### src/rtl/sbr_pkg.sv
// ----------------------------------------------------------------------------
// sbr_pkg
// Shared types and constants of the symbol name back-reference decoder.
// ----------------------------------------------------------------------------
`default_nettype none

package sbr_pkg;

  // parser phase codes
  localparam logic [1:0] PhCode = 2'd0;
  localparam logic [1:0] PhLen  = 2'd1;
  localparam logic [1:0] PhDist = 2'd2;

  // sticky fault codes
  localparam logic [1:0] FaultNone  = 2'd0;
  localparam logic [1:0] FaultDist  = 2'd1;
  localparam logic [1:0] FaultTrunc = 2'd2;
  localparam logic [1:0] FaultSat   = 2'd3;

  localparam logic [7:0]  LongOpen   = 8'h80;
  localparam logic [7:0]  DotChar    = 8'h2e;
  localparam logic [7:0]  DotReset   = 8'h40;
  localparam logic [13:0] LenMax     = 14'h3fff;
  localparam logic [6:0]  ShortBias  = 7'd7;
  localparam logic [6:0]  RamDistMin = 7'd9;

  localparam int WinDepth = 8;
  localparam int WinAw    = 3;

  typedef struct packed {
    logic [7:0] code_byte;
    logic       final_byte;
  } sbr_in_t;

  typedef struct packed {
    logic [7:0]  char_first;
    logic [7:0]  char_second;
    logic [1:0]  char_count;
    logic [13:0] name_length;
    logic [1:0]  fault;
    logic        end_of_name;
  } sbr_out_t;

  // work for one code byte, handed from the parser to the copy engine
  typedef struct packed {
    logic [6:0] n_chars;
    logic [6:0] back_dist;
    logic [7:0] lit;
    logic       is_lit;
    logic       use_ram;
    logic       emit_empty;
    logic       last;
    logic [1:0] fault;
  } sbr_plan_t;

  function automatic logic [7:0] dot_map(input logic [7:0] c, input logic [7:0] sub);
    dot_map = (c == DotChar) ? sub : c;
  endfunction

endpackage

`default_nettype wire

### src/rtl/symbol_name_backref_decoder.sv
// ----------------------------------------------------------------------------
// symbol_name_backref_decoder
// Decodes back-reference compressed symbol names into characters.
// ----------------------------------------------------------------------------
// Input channel: one code byte per beat, final_byte set on the name's last
// byte. Output channel: result beats of up to two characters, each with the
// running name length, the sticky fault code and an end-of-name flag.
// Configuration channel: writes the character shown in place of '.'.
// One byte is worked on at a time; a new byte is taken only once the current
// one is done. A reference with a distance of 9 or more is served from the
// banked history memory, written two characters at a time, with registered
// read data; shorter ones come from the recent-character window. Results are
// registered, and a memory copy also passes through the memory read register.
// While a result waits for the receiver, decoding holds, but a new byte can
// still be taken once the current one is done.
// Reset clears the parser, the name length and the result valid flag; the
// history memory has no clearing pass and needs none, since distances are
// checked against characters already decoded in the current name.
// ----------------------------------------------------------------------------
`default_nettype none

module symbol_name_backref_decoder #(
  parameter int HISTORY_DEPTH = 128
) (
  input  logic              clk_i,
  input  logic              rst_ni,
  input  logic              in_valid_i,
  output logic              in_ready_o,
  input  sbr_pkg::sbr_in_t  in_data_i,
  output logic              out_valid_o,
  input  logic              out_ready_i,
  output sbr_pkg::sbr_out_t out_data_o,
  input  logic              cfg_valid_i,
  output logic              cfg_ready_o,
  input  logic [7:0]        cfg_data_i
);
  import sbr_pkg::*;

  logic       idle;
  logic       accept;
  logic [13:0] pos;
  logic [7:0] dot_sub_q;
  sbr_plan_t  plan;

  assign in_ready_o  = idle;
  assign accept      = in_valid_i && idle;
  assign cfg_ready_o = 1'b1;

  always_ff @(posedge clk_i or negedge rst_ni) begin
    if (!rst_ni) begin
      dot_sub_q <= DotReset;
    end else if (cfg_valid_i) begin
      dot_sub_q <= cfg_data_i;
    end
  end

  sbr_parse u_parse (
    .clk_i     (clk_i),
    .rst_ni    (rst_ni),
    .accept_i  (accept),
    .in_data_i (in_data_i),
    .pos_i     (pos),
    .plan_o    (plan)
  );

  sbr_copy #(.HISTORY_DEPTH(HISTORY_DEPTH)) u_copy (
    .clk_i       (clk_i),
    .rst_ni      (rst_ni),
    .start_i     (accept),
    .plan_i      (plan),
    .dot_sub_i   (dot_sub_q),
    .idle_o      (idle),
    .pos_o       (pos),
    .out_valid_o (out_valid_o),
    .out_ready_i (out_ready_i),
    .out_data_o  (out_data_o)
  );

endmodule

`default_nettype wire

### src/rtl/sbr_ram.sv
// ----------------------------------------------------------------------------
// sbr_ram
// Generic single-port-write, single-port-read RAM with registered read data.
// ----------------------------------------------------------------------------
`default_nettype none

module sbr_ram #(
  parameter int WIDTH = 8,
  parameter int DEPTH = 64
) (
  input  logic                     clk_i,
  input  logic                     we_i,
  input  logic [$clog2(DEPTH)-1:0] waddr_i,
  input  logic [WIDTH-1:0]         wdata_i,
  input  logic                     re_i,
  input  logic [$clog2(DEPTH)-1:0] raddr_i,
  output logic [WIDTH-1:0]         rdata_o
);

  logic [WIDTH-1:0] mem [DEPTH];
  logic [WIDTH-1:0] rdata_q;

  always_ff @(posedge clk_i) begin
    if (we_i) begin
      mem[waddr_i] <= wdata_i;
    end
    if (re_i) begin
      rdata_q <= mem[raddr_i];
    end
  end

  assign rdata_o = rdata_q;

endmodule

`default_nettype wire

### src/rtl/sbr_parse.sv
// ----------------------------------------------------------------------------
// sbr_parse
// Code byte parser: tracks the long-reference phase, halt and fault state,
// checks distances and length, and plans the work for each beat.
// ----------------------------------------------------------------------------
`default_nettype none

module sbr_parse (
  input  logic               clk_i,
  input  logic               rst_ni,
  input  logic               accept_i,
  input  sbr_pkg::sbr_in_t   in_data_i,
  input  logic [13:0]        pos_i,
  output sbr_pkg::sbr_plan_t plan_o
);
  import sbr_pkg::*;

  logic [1:0]  phase_q, phase_d;
  logic [6:0]  plen_q, plen_d;
  logic        halted_q, halted_d;
  logic [1:0]  fault_q, fault_d;

  logic [7:0]  b;
  logic        last;
  logic        do_ref, is_lit, trunc, short_neg, dist_bad, sat;
  logic [6:0]  len, back_dist, n_chars;
  logic [13:0] avail;
  logic [1:0]  new_fault;

  always_comb begin
    b         = in_data_i.code_byte;
    last      = in_data_i.final_byte;
    phase_d   = phase_q;
    plen_d    = plen_q;
    do_ref    = 1'b0;
    is_lit    = 1'b0;
    trunc     = 1'b0;
    short_neg = 1'b0;
    len       = 7'd0;
    back_dist = 7'd0;
    if (!halted_q) begin
      unique case (phase_q)
        PhLen: begin
          plen_d = b[6:0];
          if (last) begin
            trunc = 1'b1;
          end else begin
            phase_d = PhDist;
          end
        end
        PhDist: begin
          phase_d   = PhCode;
          do_ref    = 1'b1;
          len       = plen_q;
          back_dist = b[6:0];
        end
        default: begin
          if (b == LongOpen) begin
            if (last) begin
              trunc = 1'b1;
            end else begin
              phase_d = PhLen;
            end
          end else if (b[7]) begin
            do_ref    = 1'b1;
            len       = {4'd0, b[2:0]} + 7'd1;
            back_dist = {3'd0, b[6:3]} - ShortBias;
            short_neg = !b[6];
          end else begin
            do_ref = 1'b1;
            is_lit = 1'b1;
            len    = 7'd1;
          end
        end
      endcase
    end

    avail    = LenMax - pos_i;
    dist_bad = do_ref && !is_lit &&
               (short_neg || back_dist == 7'd0 || {7'd0, back_dist} > pos_i);
    sat      = do_ref && !dist_bad && ({7'd0, len} > avail);
    n_chars  = (do_ref && !dist_bad) ? (sat ? avail[6:0] : len) : 7'd0;

    if (trunc) begin
      new_fault = FaultTrunc;
    end else if (dist_bad) begin
      new_fault = FaultDist;
    end else if (sat) begin
      new_fault = FaultSat;
    end else begin
      new_fault = FaultNone;
    end

    halted_d = halted_q;
    fault_d  = fault_q;
    if (new_fault != FaultNone) begin
      halted_d = 1'b1;
      fault_d  = new_fault;
    end

    plan_o.n_chars    = n_chars;
    plan_o.back_dist  = back_dist;
    plan_o.lit        = b;
    plan_o.is_lit     = is_lit;
    plan_o.use_ram    = !is_lit && (back_dist >= RamDistMin);
    plan_o.emit_empty = (n_chars == 7'd0) && (last || new_fault != FaultNone);
    plan_o.last       = last;
    plan_o.fault      = fault_d;
  end

  always_ff @(posedge clk_i or negedge rst_ni) begin
    if (!rst_ni) begin
      phase_q  <= PhCode;
      plen_q   <= 7'd0;
      halted_q <= 1'b0;
      fault_q  <= FaultNone;
    end else if (accept_i) begin
      if (in_data_i.final_byte) begin
        phase_q  <= PhCode;
        plen_q   <= 7'd0;
        halted_q <= 1'b0;
        fault_q  <= FaultNone;
      end else begin
        phase_q  <= phase_d;
        plen_q   <= plen_d;
        halted_q <= halted_d;
        fault_q  <= fault_d;
      end
    end
  end

endmodule

`default_nettype wire

### src/rtl/sbr_copy.sv
// ----------------------------------------------------------------------------
// sbr_copy
// Copy engine: writes decoded characters into a two-bank history memory,
// serves short distances from a recent-character window and long ones from
// the memory, and packs up to two characters per result beat.
// ----------------------------------------------------------------------------
`default_nettype none

module sbr_copy #(
  parameter int HISTORY_DEPTH = 128
) (
  input  logic               clk_i,
  input  logic               rst_ni,
  input  logic               start_i,
  input  sbr_pkg::sbr_plan_t plan_i,
  input  logic [7:0]         dot_sub_i,
  output logic               idle_o,
  output logic [13:0]        pos_o,
  output logic               out_valid_o,
  input  logic               out_ready_i,
  output sbr_pkg::sbr_out_t  out_data_o
);
  import sbr_pkg::*;

  localparam int HistAw    = $clog2(HISTORY_DEPTH);
  localparam int BankAw    = HistAw - 1;
  localparam int BankDepth = HISTORY_DEPTH / 2;

  // control
  logic        busy_q, busy_d;
  logic        ram_q, ram_d;
  logic        empty_q, empty_d;
  logic        last_q, last_d;
  logic [1:0]  sfault_q, sfault_d;
  logic [6:0]  left_q, left_d;
  logic [6:0]  rd_left_q, rd_left_d;
  logic        d_vld_q, d_vld_d;
  logic [13:0] pos_q, pos_d;
  logic        out_valid_q, out_valid_d;

  // payload
  logic [7:0]        lit_q;
  logic              is_lit_q;
  logic [6:0]        dist_q;
  logic [HistAw-1:0] rd_src_q;
  logic [1:0]        d_cnt_q;
  logic              d_par_q;
  logic [7:0]        win_q [WinDepth];
  sbr_out_t          out_q;

  logic              out_free, prod_w, prod_r, prod_e, prod_c, done, issue;
  logic [WinAw-1:0]  win_a_idx, win_b_idx;
  logic [7:0]        w_a, w_b, r_a, r_b, ch_a, ch_b;
  logic [1:0]        w_cnt, cnt, ic;
  logic [HistAw-1:0] a0, a1;
  logic [13:0]       p1;
  logic [BankAw-1:0] ev_raddr, od_raddr, ev_waddr, od_waddr;
  logic              ev_we, od_we;
  logic [7:0]        ev_wdata, od_wdata, ev_rdata, od_rdata;
  sbr_out_t          res;

  sbr_ram #(.WIDTH(8), .DEPTH(BankDepth)) u_even (
    .clk_i   (clk_i),
    .we_i    (ev_we),
    .waddr_i (ev_waddr),
    .wdata_i (ev_wdata),
    .re_i    (issue),
    .raddr_i (ev_raddr),
    .rdata_o (ev_rdata)
  );

  sbr_ram #(.WIDTH(8), .DEPTH(BankDepth)) u_odd (
    .clk_i   (clk_i),
    .we_i    (od_we),
    .waddr_i (od_waddr),
    .wdata_i (od_wdata),
    .re_i    (issue),
    .raddr_i (od_raddr),
    .rdata_o (od_rdata)
  );

  always_comb begin
    win_a_idx = WinAw'(dist_q - 7'd1);
    win_b_idx = WinAw'(dist_q - 7'd2);
    w_a       = is_lit_q ? lit_q : win_q[win_a_idx];
    w_b       = (dist_q == 7'd1) ? w_a : win_q[win_b_idx];
    w_cnt     = (left_q >= 7'd2) ? 2'd2 : 2'd1;
    r_a       = d_par_q ? od_rdata : ev_rdata;
    r_b       = d_par_q ? ev_rdata : od_rdata;
    ch_a      = ram_q ? r_a : w_a;
    ch_b      = ram_q ? r_b : w_b;
    cnt       = ram_q ? d_cnt_q : w_cnt;

    out_free  = !out_valid_q || out_ready_i;
    prod_w    = busy_q && !ram_q && !empty_q && (left_q != 7'd0) && out_free;
    prod_r    = busy_q && ram_q && d_vld_q && out_free;
    prod_e    = busy_q && empty_q && out_free;
    prod_c    = prod_w || prod_r;
    done      = busy_q && ((left_q == 7'd0 && !empty_q) || prod_e ||
                           (prod_c && left_q == {5'd0, cnt}));

    // memory read side
    issue     = busy_q && ram_q && (rd_left_q != 7'd0) && (!d_vld_q || prod_r);
    ic        = (rd_left_q >= 7'd2) ? 2'd2 : 2'd1;
    a0        = rd_src_q;
    a1        = rd_src_q + HistAw'(1);
    ev_raddr  = a0[0] ? a1[HistAw-1:1] : a0[HistAw-1:1];
    od_raddr  = a0[0] ? a0[HistAw-1:1] : a1[HistAw-1:1];

    // memory write side
    p1        = pos_q + 14'd1;
    ev_we     = prod_c && (!pos_q[0] || cnt == 2'd2);
    od_we     = prod_c && (pos_q[0] || cnt == 2'd2);
    ev_waddr  = pos_q[0] ? p1[HistAw-1:1] : pos_q[HistAw-1:1];
    od_waddr  = pos_q[0] ? pos_q[HistAw-1:1] : p1[HistAw-1:1];
    ev_wdata  = pos_q[0] ? ch_b : ch_a;
    od_wdata  = pos_q[0] ? ch_a : ch_b;

    // result beat
    if (prod_e) begin
      res.char_first  = 8'd0;
      res.char_second = 8'd0;
      res.char_count  = 2'd0;
      res.name_length = pos_q;
      res.end_of_name = last_q;
    end else begin
      res.char_first  = dot_map(ch_a, dot_sub_i);
      res.char_second = (cnt == 2'd2) ? dot_map(ch_b, dot_sub_i) : 8'd0;
      res.char_count  = cnt;
      res.name_length = pos_q + {12'd0, cnt};
      res.end_of_name = last_q && (left_q == {5'd0, cnt});
    end
    res.fault = sfault_q;
  end

  always_comb begin
    busy_d      = busy_q;
    ram_d       = ram_q;
    empty_d     = empty_q;
    last_d      = last_q;
    sfault_d    = sfault_q;
    left_d      = left_q;
    rd_left_d   = rd_left_q;
    d_vld_d     = d_vld_q;
    pos_d       = pos_q;
    out_valid_d = out_valid_q;

    if (out_ready_i) begin
      out_valid_d = 1'b0;
    end
    if (prod_c || prod_e) begin
      out_valid_d = 1'b1;
    end

    if (start_i) begin
      busy_d    = 1'b1;
      ram_d     = plan_i.use_ram;
      empty_d   = plan_i.emit_empty;
      last_d    = plan_i.last;
      sfault_d  = plan_i.fault;
      left_d    = plan_i.n_chars;
      rd_left_d = plan_i.n_chars;
      d_vld_d   = 1'b0;
    end

    if (issue) begin
      rd_left_d = rd_left_q - {5'd0, ic};
      d_vld_d   = 1'b1;
    end else if (prod_r) begin
      d_vld_d = 1'b0;
    end

    if (prod_c) begin
      left_d = left_q - {5'd0, cnt};
      pos_d  = pos_q + {12'd0, cnt};
    end
    if (prod_e) begin
      empty_d = 1'b0;
    end

    if (done) begin
      busy_d = 1'b0;
      if (last_q) begin
        pos_d = 14'd0;
      end
    end
  end

  always_ff @(posedge clk_i or negedge rst_ni) begin
    if (!rst_ni) begin
      busy_q      <= 1'b0;
      ram_q       <= 1'b0;
      empty_q     <= 1'b0;
      last_q      <= 1'b0;
      sfault_q    <= FaultNone;
      left_q      <= 7'd0;
      rd_left_q   <= 7'd0;
      d_vld_q     <= 1'b0;
      pos_q       <= 14'd0;
      out_valid_q <= 1'b0;
    end else begin
      busy_q      <= busy_d;
      ram_q       <= ram_d;
      empty_q     <= empty_d;
      last_q      <= last_d;
      sfault_q    <= sfault_d;
      left_q      <= left_d;
      rd_left_q   <= rd_left_d;
      d_vld_q     <= d_vld_d;
      pos_q       <= pos_d;
      out_valid_q <= out_valid_d;
    end
  end

  always_ff @(posedge clk_i) begin
    if (start_i) begin
      lit_q    <= plan_i.lit;
      is_lit_q <= plan_i.is_lit;
      dist_q   <= plan_i.back_dist;
      rd_src_q <= pos_q[HistAw-1:0] - plan_i.back_dist[HistAw-1:0];
    end else if (issue) begin
      rd_src_q <= rd_src_q + HistAw'(2);
    end
    if (issue) begin
      d_cnt_q <= ic;
      d_par_q <= a0[0];
    end
    if (prod_c) begin
      if (cnt == 2'd2) begin
        win_q[0] <= ch_b;
        win_q[1] <= ch_a;
        for (int i = 2; i < WinDepth; i++) begin
          win_q[i] <= win_q[i-2];
        end
      end else begin
        win_q[0] <= ch_a;
        for (int i = 1; i < WinDepth; i++) begin
          win_q[i] <= win_q[i-1];
        end
      end
    end
    if (prod_c || prod_e) begin
      out_q <= res;
    end
  end

  assign idle_o      = !busy_q;
  assign pos_o       = pos_q;
  assign out_valid_o = out_valid_q;
  assign out_data_o  = out_q;

  a_ram_balance: assert property (@(posedge clk_i) disable iff (!rst_ni)
    busy_q && ram_q |-> left_q == rd_left_q + (d_vld_q ? {5'd0, d_cnt_q} : 7'd0))
    else $error("copy engine lost track of characters in flight");

  a_read_owner: assert property (@(posedge clk_i) disable iff (!rst_ni)
    d_vld_q |-> busy_q && ram_q)
    else $error("history read data pending outside a memory copy");

  a_empty_only: assert property (@(posedge clk_i) disable iff (!rst_ni)
    busy_q && empty_q |-> left_q == 7'd0)
    else $error("empty result planned for a beat that copies characters");

  a_name_clear: assert property (@(posedge clk_i) disable iff (!rst_ni)
    done && last_q |=> pos_q == 14'd0)
    else $error("name length not cleared after the last byte");

endmodule

`default_nettype wire
### config.mk
export PLATFORM = sky130hd
export DESIGN_NAME = symbol_name_backref_decoder
export DESIGN_NICKNAME = d
export VERILOG_FILES = /design/src/rtl/sbr_pkg.sv /design/src/rtl/symbol_name_backref_decoder.sv /design/src/rtl/sbr_ram.sv /design/src/rtl/sbr_parse.sv /design/src/rtl/sbr_copy.sv
export SDC_FILE = /design/constraint.sdc
export NUM_CORES = 2
export LEC_CHECK = 0
export BUFFER_PORTS_ARGS = -buffer_cell sky130_fd_sc_hd__buf_2
export CELL_PAD_IN_SITES_DETAIL_PLACEMENT = 1
export CELL_PAD_IN_SITES_GLOBAL_PLACEMENT = 1
export CORE_MARGIN = 5
export CORE_UTILIZATION = 26
export CTS_CLUSTER_DIAMETER = 60
export CTS_CLUSTER_SIZE = 28
export DETAILED_ROUTE_END_ITERATION = 10
export PLACE_DENSITY_LB_ADDON = 0.1
export REMOVE_ABC_BUFFERS = 1
export SLEW_MARGIN = 10
export SYNTH_ARGS = -nofsm -noshare
export SYNTH_HDL_FRONTEND = slang
export SYNTH_SLANG_ARGS = --single-unit
### constraint.sdc
create_clock -name clk_i -period 8.8 [get_ports clk_i]
set_input_delay 0.44 -clock clk_i [delete_from_list [all_inputs] [get_ports clk_i]]
set_output_delay 0.44 -clock clk_i [all_outputs]
set_load 0.005 [all_outputs]
==> run metrics <==
status finished, final reports clean; Leak Pwr 18.91 nW; RSZ-0062 raised after global routing no; clock-pin slew on the worst setup and hold paths 70 ps; Total GRT Usage 14.86%; DP Cell Count 5,541; proportion of layout cells with a drive suffix above 1 23.19%; pwr dens 401.3 nW/µm²; Critical Path AT 5580 ps; CP Capture Type register; Worst Path Required 9200 ps; core area 197,000 µm²; Max-cap violations 0; WL final 154.4 mm; Synth Flop Type edfxtp_1; Post-synth EDFFs 1,165; # DRC 0; most frequent cells in the layout edfxtp_1, mux4_2, nor2_1; syn_area_per_cell 17.53 µm²; first-pass GRT wire length 223.9 mm; Post-CTS Setup Inserts 0; Achievable Freq 0.1933 GHz; Synth top area share 68.07%; synth unique cells 82; worst-margin pin slew 1164 ps; asr flop ratio synth 4.586%; pre-CTS setup slack 3465 ps; Cell Area, Synth 51,390 µm²; largest net degree at the start of global routing 129; met3 usage 2.391%; met1 track demand over resource 20.71%; peak supply drop 0.5317 mV; register area share after synthesis 70.80%; setup TNS 0 ps; CP Max Fanout 64; area of the die 206,700 µm²; Vias/cell 4.763; post-layout min period 5175 ps; Slew Limit Fails 0; GP Congestion 0.7997; Clock Latency Late Sink 790 ps; flops & latches, synth 1,221; CP Class register to register; synth warn 0; hold violation total from the final report 0; crit path from u_copy.dist_q[0]$_DFFE_PP_; vias in the first global route 29,838; WL/cell 26.62 µm; busiest layer in global routing met2; Tcrit/Tclk final 58.80%; I/O Pins 60; Initial Util 26.09%; hold crit path type input port to register; Clock Path Buffers 3; Area Overhead vs Synth 16.15%; critical path startpoint category register; Mapped Cells 2,932; half-perimeter wire length after placement 101.4 mm; Hold Crit Start in_data_i[5]; Sinks on Clock Net 1,221; ANT nets after route 0; GRT Residual Overflow 0; DRT Pass-1 Iters 5; final setup fails 0; filler cell count 20,208; Port Buffers 58; worst hold slack 79.50 ps; met2 usage 24.21%; Chip Height 454.6 µm; biggest area consumer among synthesized cells edfxtp_1; setup ws final 3625 ps; 1st-iter DRT viols 1,816; clock buffer count from CTS 131; H-tree depth 4; reg-to-reg critical path startpoint u_copy.dist_q[0]$_DFFE_PP_; clock root cell clkbuf_16; Synth area leaders edfxtp_1, mux4_2, dfrtp_1, nor2_1, mux2_2; Resize count post-CTS 0; slew margin rel. 22.04%; CTS tree yes; Die X 454.6 µm; commonest non-fill, non-tap cell in the layout edfxtp_1; vias post-DR 27,622; Final Skew 44.24 ps; # rows 163; fin cells 5,799; Final #Nets 3,114; initial antenna violation count 7
## cells by family (layout without fill, tap and decap cells)
family                   Yosys count  after routing  synth area share [%]
AO/OA/AOI/OAI                    335            335                 4.521
XOR/XNOR                          50             50                0.8813
adder cells (fa/ha/maj)           43             43                 1.105
buffers and inverters            193            418                 1.658
flip-flops                      1221           1221                 70.80
multiplexers                     402            402                 14.80
other                              1              3              0.007297
AND/OR/NAND/NOR                  687            687                 6.230
## report_power, final
| group | leakage [nW] | internal, mW | switching (mW) |
|---|---|---|---|
| Combinational | 5.46 | 2.98 | 5.90 |
| Sequential | 11.3 | 8.77 | 0.528 |
| Clock | 2.17 | 3.18 | 2.60 |
| Total | 18.9 | 14.9 | 9.03 |
## sequential cells by signal (all words and copies together) (netlist names), 2 cells and up
register	count
u_copy.u_even.mem	512
u_copy.u_odd.mem	512
u_copy.win_q	64
u_copy.out_data_o	35
u_copy.pos_o	14
dot_sub_q	8
u_copy.lit_q	8
u_copy.u_even.rdata_o	8
u_copy.u_odd.rdata_o	8
u_copy.a0	7
u_copy.dist_q	7
u_copy.left_q	7
u_copy.rd_left_q	7
u_parse.plen_q	7
u_copy.d_cnt_q	2
u_copy.sfault_q	2
u_parse.fault_q	2
u_parse.phase_q	2
## worst max-delay path, stage by stage, from the launching register on
cell      delay [ps]
edfxtp_1         330
buf_4            360
clkinv_1         470
ha_1            1080
mux4_2           590
or3_1            330
and2_1           150
a31oi_1          910
mux2i_4          120
buf_4            350
## area by class of cell
class / count / area [µm²] / share of cell area, %
Tap cell: 2640 / 3303 / 5.533
Inverter: 50 / 187.7 / 0.3144
Antenna cell: 2 / 5.005 / 0.008384
Multi-Input combinational cell: 1518 / 14450 / 24.20
Clock buffer: 143 / 3448 / 5.777
Sequential cell: 1221 / 36390 / 60.96
Timing Repair Buffer: 127 / 858.3 / 1.438
Clock inverter: 98 / 1057 / 1.771
## through the flow
stage,total power [mW],utilization [%],cell area (µm²)
floorplan,15.06,-,50730
global placement,18.37,27.93,55030
detailed placement,18.60,27.93,55030
CTS,24.52,30.29,59680
global route,25.29,30.30,59690
finish,23.96,30.30,59690
## layer usage
metal	wire length (µm)	up-vias
li1	-	12071
met1	71930	14876
met2	73800	488
met3	5173	187
met4	3465	0
met5	0	-
## final timing paths
kind	to	slack [ps]	cells after the start
hold / removal	u_parse.plen_q[4]$_DFFE_PN0P_	80	3
hold reg to reg	u_copy.out_data_o[1]$_DFFE_PP_	450	0
max in group asynchronous	u_copy.pos_o[0]$_DFF_PN0_	7740	3
min in group asynchronous	u_copy.rd_left_q[2]$_DFFE_PN0P_	400	3
setup reg to reg	u_copy.u_odd.mem[5][3]$_DFFE_PP_	3630	9
setup / recovery	u_copy.u_odd.mem[5][3]$_DFFE_PP_	3630	9
## what timing repair did
item,CTS,global route
hold buffers,15,0
endpoints found under the setup margin,0,0
hold endpoints to repair,70,0
## Yosys cell counts, types with 5 or more instances
master	instances
edfxtp_1	1165
mux4_2	268
nor2_1	249
nand2_1	179
clkbuf_1	65
mux2_2	65
o22ai_1	61
mux2i_1	60
dfrtp_1	55
nand3_1	55
inv_1	46
o21ai_0	44
a21oi_1	42
ha_1	39
nor3_1	39
buf_2	36
xnor2_1	34
buf_1	27
o211ai_1	26
a31oi_1	23
nor2b_1	21
nand4_1	20
a22oi_1	18
and2_1	18
nand2b_1	18
or3_1	18
o21bai_1	16
a211oi_1	15
nor4_1	15
and3_1	14
xor2_1	14
o21a_1	11
or4_1	10
mux4_1	9
or2_2	9
a21o_1	8
a32o_1	8
buf_4	7
buf_6	7
o22a_1	7
o311ai_0	7
o31ai_1	7
a21boi_0	5
nand3b_1	5
No activity file was read; power rests on OpenSTA's default activity.
